<file path="config.mk">
export PLATFORM = sky130hd
export DESIGN_NAME = weighted_euclidean_distance_flat
export DESIGN_NICKNAME = d
export VERILOG_FILES = /design/src/rtl/core/wed_pkg.sv /design/src/rtl/core/wed_in_if.sv /design/src/rtl/core/wed_out_if.sv /design/src/rtl/core/wed_ctrl.sv /design/src/rtl/core/wed_datapath.sv /design/src/rtl/core/weighted_euclidean_distance.sv /design/src/flat_wrapper.sv
export SDC_FILE = /design/constraint.sdc
export NUM_CORES = 2
export LEC_CHECK = 0
export ABC_AREA = 1
export ABC_CLOCK_PERIOD_IN_PS = 9200
export CORE_ASPECT_RATIO = 0.9
export CORE_MARGIN = 2
export CORE_UTILIZATION = 55
export CTS_BUF_LIST = sky130_fd_sc_hd__clkbuf_8
export CTS_CLUSTER_DIAMETER = 40
export CTS_CLUSTER_SIZE = 25
export DETAILED_ROUTE_END_ITERATION = 10
export DONT_BUFFER_PORTS = 1
export GPL_TIMING_DRIVEN = 0
export PLACE_DENSITY = 0.75
export SYNTH_ARGS = -nofsm -noshare
export SYNTH_HDL_FRONTEND = slang
export SYNTH_SLANG_ARGS = --single-unit
</file>
<file path="constraint.sdc">
create_clock -name clk -period 9.2 [get_ports clk]
set_input_delay 0.92 -clock clk [delete_from_list [all_inputs] [get_ports clk]]
set_output_delay 0.92 -clock clk [all_outputs]
set_load 0.03 [all_outputs]
</file>
<file path="src/rtl/core/wed_pkg.sv">
`timescale 1ns / 1ps
// Package for the weighted Euclidean distance block: widths, limits and the
// command/status structs between controller and datapath. No dependencies.
package wed_pkg;

	// Vector length limit and fixed-point scaling
	localparam int MAX_ELEMENTS = 1024;
	localparam int FRAC_BITS    = 16;

	// Field widths
	localparam int IN_W   = 17;
	localparam int DIST_W = 22;
	localparam int ACC_W  = 43;

	// Arithmetic widths
	localparam int SQ_W   = 2 * IN_W;
	localparam int PROD_W = SQ_W + IN_W;
	localparam int TERM_W = PROD_W - FRAC_BITS;
	localparam int CNT_W  = $clog2(MAX_ELEMENTS + 1);

	// Square root: one result bit per step
	localparam int ROOT_STEPS = DIST_W;
	localparam int RAD_W      = 2 * ROOT_STEPS;
	localparam int REM_W      = DIST_W + 3;
	localparam int STEP_W     = $clog2(ROOT_STEPS);

	localparam logic [ACC_W-1:0] ACC_MAX = {ACC_W{1'b1}};

	// Controller to datapath commands
	typedef struct packed {
		logic load_in;
		logic do_sq;
		logic do_mul;
		logic do_acc;
		logic root_init;
		logic root_step;
		logic out_load;
	} dp_cmd_t;

	// Datapath to controller status
	typedef struct packed {
		logic last;
		logic out_full;
	} dp_sts_t;

endpackage

</file>
<file path="src/rtl/core/wed_in_if.sv">
`timescale 1ns / 1ps
// Input request channel: one feature position per request.
// Depends on wed_pkg for field widths.
interface wed_in_if;
	logic                    valid;
	logic                    ready;
	logic [wed_pkg::IN_W-1:0] coord_a;
	logic [wed_pkg::IN_W-1:0] coord_b;
	logic [wed_pkg::IN_W-1:0] feature_weight;
	logic                    last_element;

	modport source (output valid, coord_a, coord_b, feature_weight, last_element,
		input ready);
	modport sink (input valid, coord_a, coord_b, feature_weight, last_element,
		output ready);
endinterface

</file>
<file path="src/rtl/core/wed_out_if.sv">
`timescale 1ns / 1ps
// Result request channel: distance and overflow mark per vector pair.
// Depends on wed_pkg for field widths.
interface wed_out_if;
	logic                      valid;
	logic                      ready;
	logic [wed_pkg::DIST_W-1:0] distance;
	logic                      overflowed;

	modport source (output valid, distance, overflowed, input ready);
	modport sink (input valid, distance, overflowed, output ready);
endinterface

</file>
<file path="src/rtl/core/wed_ctrl.sv">
`timescale 1ns / 1ps
// Controller state machine: sequences difference, multiply, accumulate and the
// bit-serial square root. Depends on wed_pkg.
module wed_ctrl (
	input  logic             clk,
	input  logic             arst_n,
	input  logic             in_valid,
	output logic             in_ready,
	input  wed_pkg::dp_sts_t sts,
	output wed_pkg::dp_cmd_t cmd
);

	typedef enum logic [2:0] {
		IDLE,
		DIFF,
		MULT,
		ACCUM,
		RINIT,
		ROOT,
		DONE
	} state_t;

	state_t                    state_q;
	logic [wed_pkg::STEP_W-1:0] step_q;

	assign in_ready = (state_q == IDLE);

	// Commands decoded from state
	always_comb begin
		cmd = '0;
		case (state_q)
			IDLE:    cmd.load_in   = in_valid;
			DIFF:    cmd.do_sq     = 1'b1;
			MULT:    cmd.do_mul    = 1'b1;
			ACCUM:   cmd.do_acc    = 1'b1;
			RINIT:   cmd.root_init = 1'b1;
			ROOT:    cmd.root_step = 1'b1;
			DONE:    cmd.out_load  = !sts.out_full;
			default: cmd = '0;
		endcase
	end

	// State and root step counter
	always_ff @(posedge clk or negedge arst_n) begin
		if (!arst_n) begin
			state_q <= IDLE;
			step_q  <= '0;
		end else begin
			case (state_q)
				IDLE: begin
					if (in_valid) state_q <= DIFF;
				end
				DIFF:  state_q <= MULT;
				MULT:  state_q <= ACCUM;
				ACCUM: state_q <= sts.last ? RINIT : IDLE;
				RINIT: begin
					step_q  <= '0;
					state_q <= ROOT;
				end
				ROOT: begin
					step_q <= step_q + 1'b1;
					if (step_q == wed_pkg::STEP_W'(wed_pkg::ROOT_STEPS - 1)) state_q <= DONE;
				end
				DONE: begin
					if (!sts.out_full) state_q <= IDLE;
				end
				default: state_q <= IDLE;
			endcase
		end
	end

endmodule

</file>
<file path="src/rtl/core/wed_datapath.sv">
`timescale 1ns / 1ps
// Datapath: input registers, two multiplier stages, saturating accumulator,
// restoring square root and the result register. Depends on wed_pkg.
module wed_datapath (
	input  logic                        clk,
	input  logic                        arst_n,
	input  wed_pkg::dp_cmd_t            cmd,
	output wed_pkg::dp_sts_t            sts,
	input  logic [wed_pkg::IN_W-1:0]    coord_a,
	input  logic [wed_pkg::IN_W-1:0]    coord_b,
	input  logic [wed_pkg::IN_W-1:0]    feature_weight,
	input  logic                        last_element,
	output logic                        out_valid,
	input  logic                        out_ready,
	output logic [wed_pkg::DIST_W-1:0]  distance,
	output logic                        overflowed
);

	logic [wed_pkg::IN_W-1:0]   a_q, b_q, w_q;
	logic                       last_q;
	logic [wed_pkg::IN_W-1:0]   diff;
	logic [wed_pkg::SQ_W-1:0]   dsq_q;
	logic [wed_pkg::PROD_W-1:0] prod;
	logic [wed_pkg::TERM_W-1:0] term_q;
	logic [wed_pkg::ACC_W:0]    sum;
	logic [wed_pkg::ACC_W-1:0]  acc_q;
	logic [wed_pkg::CNT_W-1:0]  cnt_q;
	logic                       sat_q;
	logic                       count_full;
	logic [wed_pkg::RAD_W-1:0]  rad_q;
	logic [wed_pkg::REM_W-1:0]  rem_q, rem_sh, trial;
	logic [wed_pkg::DIST_W-1:0] root_q;
	logic                       fits;
	logic [wed_pkg::DIST_W-1:0] dist_q;
	logic                       ovf_q;
	logic                       out_valid_q;

	// Arithmetic
	assign diff       = (a_q >= b_q) ? (a_q - b_q) : (b_q - a_q);
	assign prod       = wed_pkg::PROD_W'(dsq_q) * wed_pkg::PROD_W'(w_q);
	assign sum        = (wed_pkg::ACC_W + 1)'(acc_q) + (wed_pkg::ACC_W + 1)'(term_q);
	assign count_full = (cnt_q >= wed_pkg::CNT_W'(wed_pkg::MAX_ELEMENTS));

	// One root bit per step: bring down two radicand bits, try root*4+1
	assign rem_sh = {rem_q[wed_pkg::REM_W-3:0], rad_q[wed_pkg::RAD_W-1 -: 2]};
	assign trial  = wed_pkg::REM_W'({root_q, 2'b01});
	assign fits   = (rem_sh >= trial);

	// Payload registers
	always_ff @(posedge clk) begin
		if (cmd.load_in) begin
			a_q    <= coord_a;
			b_q    <= coord_b;
			w_q    <= feature_weight;
			last_q <= last_element;
		end
		if (cmd.do_sq)  dsq_q  <= wed_pkg::SQ_W'(diff) * wed_pkg::SQ_W'(diff);
		if (cmd.do_mul) term_q <= prod[wed_pkg::PROD_W-1:wed_pkg::FRAC_BITS];
		if (cmd.root_init) begin
			rad_q  <= wed_pkg::RAD_W'(acc_q);
			rem_q  <= '0;
			root_q <= '0;
		end else if (cmd.root_step) begin
			rad_q  <= rad_q << 2;
			rem_q  <= fits ? (rem_sh - trial) : rem_sh;
			root_q <= {root_q[wed_pkg::DIST_W-2:0], fits};
		end
		if (cmd.out_load) begin
			dist_q <= root_q;
			ovf_q  <= sat_q;
		end
	end

	// Per-vector state and result handshake
	always_ff @(posedge clk or negedge arst_n) begin
		if (!arst_n) begin
			acc_q       <= '0;
			cnt_q       <= '0;
			sat_q       <= 1'b0;
			out_valid_q <= 1'b0;
		end else begin
			if (cmd.out_load) begin
				acc_q       <= '0;
				cnt_q       <= '0;
				sat_q       <= 1'b0;
				out_valid_q <= 1'b1;
			end else begin
				if (out_valid_q && out_ready) out_valid_q <= 1'b0;
				if (cmd.do_acc) begin
					if (count_full) begin
						sat_q <= 1'b1;
					end else begin
						cnt_q <= cnt_q + 1'b1;
						if (sum[wed_pkg::ACC_W]) begin
							acc_q <= wed_pkg::ACC_MAX;
							sat_q <= 1'b1;
						end else begin
							acc_q <= sum[wed_pkg::ACC_W-1:0];
						end
					end
				end
			end
		end
	end

	assign sts.last     = last_q;
	assign sts.out_full = out_valid_q;
	assign out_valid    = out_valid_q;
	assign distance     = dist_q;
	assign overflowed   = ovf_q;

endmodule

</file>
<file path="src/rtl/core/weighted_euclidean_distance.sv">
`timescale 1ns / 1ps
// Weighted Euclidean distance, one feature position per input request.
// A request that is not last goes through load, square, weight and add before the next is taken.
// A last request then loads the radicand, runs 22 root steps of one bit each and registers
// the result; the next request is taken only after that, and later while an earlier result
// still waits for its reader.
// Asynchronous active-low reset clears accumulator, element count, flag and result valid.
module weighted_euclidean_distance (
	input logic clk,
	input logic arst_n,
	wed_in_if.sink    in_ch,
	wed_out_if.source out_ch
);

	wed_pkg::dp_cmd_t cmd;
	wed_pkg::dp_sts_t sts;

	wed_ctrl u_ctrl (
		.clk      (clk),
		.arst_n   (arst_n),
		.in_valid (in_ch.valid),
		.in_ready (in_ch.ready),
		.sts      (sts),
		.cmd      (cmd)
	);

	wed_datapath u_dp (
		.clk            (clk),
		.arst_n         (arst_n),
		.cmd            (cmd),
		.sts            (sts),
		.coord_a        (in_ch.coord_a),
		.coord_b        (in_ch.coord_b),
		.feature_weight (in_ch.feature_weight),
		.last_element   (in_ch.last_element),
		.out_valid      (out_ch.valid),
		.out_ready      (out_ch.ready),
		.distance       (out_ch.distance),
		.overflowed     (out_ch.overflowed)
	);

endmodule

</file>
<file path="src/flat_wrapper.sv">
// flat-port wrapper written by rule: the top's interface ports become plain ports
module weighted_euclidean_distance_flat 
  (clk, arst_n, in_ch_valid, in_ch_coord_a, in_ch_coord_b, in_ch_feature_weight, in_ch_last_element, in_ch_ready, out_ch_valid, out_ch_distance, out_ch_overflowed, out_ch_ready);
  wed_in_if in_ch_i ();
  wed_out_if out_ch_i ();
  input logic clk;
  input logic arst_n;
  input wire logic [$bits(in_ch_i.valid)-1:0] in_ch_valid;
  input wire logic [$bits(in_ch_i.coord_a)-1:0] in_ch_coord_a;
  input wire logic [$bits(in_ch_i.coord_b)-1:0] in_ch_coord_b;
  input wire logic [$bits(in_ch_i.feature_weight)-1:0] in_ch_feature_weight;
  input wire logic [$bits(in_ch_i.last_element)-1:0] in_ch_last_element;
  output wire logic [$bits(in_ch_i.ready)-1:0] in_ch_ready;
  output wire logic [$bits(out_ch_i.valid)-1:0] out_ch_valid;
  output wire logic [$bits(out_ch_i.distance)-1:0] out_ch_distance;
  output wire logic [$bits(out_ch_i.overflowed)-1:0] out_ch_overflowed;
  input wire logic [$bits(out_ch_i.ready)-1:0] out_ch_ready;
  assign in_ch_i.valid = in_ch_valid;
  assign in_ch_i.coord_a = in_ch_coord_a;
  assign in_ch_i.coord_b = in_ch_coord_b;
  assign in_ch_i.feature_weight = in_ch_feature_weight;
  assign in_ch_i.last_element = in_ch_last_element;
  assign in_ch_ready = in_ch_i.ready;
  assign out_ch_valid = out_ch_i.valid;
  assign out_ch_distance = out_ch_i.distance;
  assign out_ch_overflowed = out_ch_i.overflowed;
  assign out_ch_i.ready = out_ch_ready;
  weighted_euclidean_distance u_core (.clk(clk), .arst_n(arst_n), .in_ch(in_ch_i), .out_ch(out_ch_i));
endmodule
</file>
==> impl_metrics.env <==
export IMPL_status="finished clean"
export IMPL_port_buffers=0
export IMPL_syn_area_per_cell_sq_um=8.01
export IMPL_synth_warning_count=0
export IMPL_grt_pass1_vias=36200
export IMPL_drt_initial_drc_count=2766
export IMPL_root_buffer="clkbuf_8"
export IMPL_synth_top_cell_area_share_pct=30.4
export IMPL_maxCapViolCount=0
export IMPL_reg2reg_from="u_core.u_dp.a_q[0]"
export IMPL_ys_ff_latch=296
export IMPL_critPathCaptureType="register"
export IMPL_dp_cells=6478
export IMPL_cp_max_fo=10
export IMPL_cts_clk_slew_worst_paths_ns=0.09
export IMPL_fmax_mhz=122
export IMPL_synth_flop_cell="edfxtp_1"
export IMPL_wl_um=118000
export IMPL_stdcell_count=6567
export IMPL_cpMostUsedCell="fa_1"
export IMPL_wl_per_cell_um=17.9
export IMPL_cp_start_kind="register"
export IMPL_drive_above_1_share_pct=4.36
export IMPL_report_final_slew_viol_count=0
export IMPL_slew_headroom_pct=28.5
export IMPL_synth_area_top_cells="fa_1, edfxtp_1, nand2_1"
export IMPL_die_area_sq_um=81300
export IMPL_async_flop_share_pct=21.6
export IMPL_cp_arrival_ns=8.53
export IMPL_grt_overflow_total=0
export IMPL_ctsHtreeMaxLevel=2
export IMPL_placed_area_sq_um=44900
export IMPL_r2r_cells=33
export IMPL_crit_family="adder cells"
export IMPL_r2r_end="u_core.u_dp.dsq_q[29]"
export IMPL_cts_tree="done"
export IMPL_finalHoldViolCount=0
export IMPL_ys_types=55
export IMPL_rsz0062_at_grt="no"
export IMPL_min_path_type="in -> async"
export IMPL_slowest_stage="o21ai_0"
export IMPL_final_antenna_net_count=0
export IMPL_num_rows=97
export IMPL_r2r_slack_ns=1.01
export IMPL_antenna_found_initial=2
export IMPL_track_usage_pct=29.7
export IMPL_skew_ns=0.0939
export IMPL_setup_viol=0
export IMPL_clk_latency_ns=0.68
export IMPL_critical_path_max_stage_delay_ns=0.71
export IMPL_first_pass_iters=5
export IMPL_fin_area_sq_um=46000
export IMPL_crit_type="reg -> reg"
export IMPL_synth_largest_area_cell="fa_1"
export IMPL_worst_pin_slew_ns=1.07
export IMPL_drc=0
export IMPL_yosysSeqAreaShare_pct=18.6
export IMPL_multi_input_area_sq_um=29700
export IMPL_place_hpwl_um=97200
export IMPL_period_share_pct=89.0
export IMPL_vias=35400
export IMPL_fin_nets=6537
export IMPL_synth_edf_count=186
export IMPL_required_ns=9.54
export IMPL_fin_tns_setup_ns=0
export IMPL_regArea_sq_um=8110
export IMPL_dieHeight_um=271
export IMPL_area_growth_pct=5.83
export IMPL_grt_pass1_wl_um=190000
export IMPL_period_needed_ns=8.19
export IMPL_cts_resized=0
export IMPL_cp_num_buf_inv=7
export IMPL_core_area_sq_um=78000
export IMPL_die_w_um=300
export IMPL_grt_max_degree=65
export IMPL_io_pins=81
export IMPL_filler_cell_count=7008
export IMPL_cts_sinks=296
export IMPL_syn_inst=5430
export IMPL_numCtsBuffers=46
export IMPL_start_util_pct=55.7
export IMPL_syn_area_sq_um=43500
export IMPL_gp_congestion=0.992
export IMPL_viasPerCell=5.39
export IMPL_cts_buffer_depth=3
==> flip-flops by register name, indices dropped and copies added, names as in the netlist <==
| register | count |
|---|---|
| u_core.u_dp.rem_q | 23 |
| u_core.u_dp.last_q | 1 |
| u_core.u_dp.acc_q | 43 |
| u_core.u_dp.dsq_q | 33 |
| u_core.u_dp.distance | 22 |
| u_core.u_ctrl.state_q | 3 |
| u_core.u_dp.out_valid | 1 |
| u_core.u_ctrl.step_q | 5 |
| u_core.u_dp.a_q | 17 |
| u_core.u_dp.w_q | 17 |
| u_core.u_dp.sat_q | 1 |
| u_core.u_dp.overflowed | 1 |
| u_core.u_dp.rad_q | 44 |
| u_core.u_dp.b_q | 17 |
| u_core.u_dp.cnt_q | 11 |
| u_core.u_dp.term_q | 35 |
| u_core.u_dp.root_q | 22 |
==> how the worst max path moves through the flow <==
stage | startpoint | endpoint | cells past startpoint
5_1_grt | u_core.u_dp.a_q[0] | u_core.u_dp.dsq_q[29] | 33
2_1_floorplan | u_core.u_dp.a_q[0] | u_core.u_dp.dsq_q[29] | 33
6_report | u_core.u_dp.a_q[0] | u_core.u_dp.dsq_q[29] | 33
4_1_cts | u_core.u_dp.a_q[0] | u_core.u_dp.dsq_q[29] | 33
3_3_place_gp | u_core.u_dp.a_q[0] | u_core.u_dp.dsq_q[33] | 32
3_5_place_dp | u_core.u_dp.a_q[0] | u_core.u_dp.dsq_q[29] | 33
==> repair_timing <==
item / 4_1_cts / 5_1_grt
hold buffers: 1 / 0
endpoints found under the hold margin: 64 / 0
buffers inserted: 0 / 0
==> metrics by stage <==
| stage | hold slack (ns) | utilization [%] | setup WS [ns] |
|---|---|---|---|
| after floorplan | 0.408 | - | 2.29 |
| after global placement | 0.415 | 57.4 | 1.34 |
| after detailed placement | 0.415 | 57.5 | 1.24 |
| after CTS | 0.0910 | 59.0 | 1.10 |
| after global routing | 0.125 | 59.0 | 0.523 |
| final | 0.132 | 59.0 | 1.01 |
==> final cells by class <==
class / instances / area share (%)
Clock buffer: 46 / 1.38
Timing Repair Buffer: 5 / 0.250
Antenna cell: 2 / 0.0109
Clock inverter: 40 / 0.954
Multi-Input combinational cell: 3651 / 64.6
Inverter: 1298 / 10.6
Buffer: 190 / 1.79
Tap cell: 1039 / 2.83
Sequential cell: 296 / 17.6
==> per-layer routing <==
layer  up-vias  wire length, um  GRT usage (%)
met5         -                0              0
met4         0             5950           13.1
met3       328            10100           5.47
met2      1505            54100           49.0
met1     17100            47500           38.2
li1      16400                -              -
==> Yosys cell counts, types with 12 or more instances <==
| cell | instances |
|---|---|
| edfxtp_1 | 186 |
| a21oi_1 | 200 |
| fa_1 | 661 |
| xnor2_1 | 39 |
| nand3_1 | 142 |
| nand4_1 | 20 |
| nor3_1 | 30 |
| inv_2 | 35 |
| dfxtp_1 | 46 |
| nor2_1 | 316 |
| o21ai_0 | 201 |
| nand2_2 | 16 |
| clkbuf_1 | 162 |
| a21boi_0 | 12 |
| nand2_1 | 1384 |
| o22ai_1 | 22 |
| o21bai_1 | 36 |
| dfrtp_1 | 64 |
| ha_1 | 332 |
| a21o_1 | 13 |
| a31oi_1 | 18 |
| nor2_2 | 17 |
| xor2_1 | 83 |
| inv_1 | 1259 |
| nor2_4 | 27 |
==> cells in the final DEF, fill, tap and decap left out, types with 142 or more instances in the layout <==
cell type,synthesis,layout
nand2_1,1384,1384
inv_1,1259,1261
fa_1,661,661
ha_1,332,332
nor2_1,316,313
o21ai_0,201,201
a21oi_1,200,200
edfxtp_1,186,186
clkbuf_1,162,161
nand3_1,142,142
==> cells by family (layout without fill, tap and decap cells) <==
| family | after synthesis | in the layout | synth area share (%) |
|---|---|---|---|
| and+or+nand+nor | 1984 | 1984 | 18.7 |
| DFF | 296 | 296 | 18.6 |
| xor gates and xnor gates | 122 | 122 | 2.46 |
| buffers and inverters | 1488 | 1579 | 13.1 |
| other | 2 | 9 | 0.0173 |
| muxes | 11 | 11 | 0.285 |
| AOI/OAI and AO/OA | 534 | 534 | 6.83 |
| adders and majority gates | 993 | 993 | 40.0 |
Power is not shown: default switching activity piles up to over one toggle a cycle in this logic, so the estimate is an artifact.
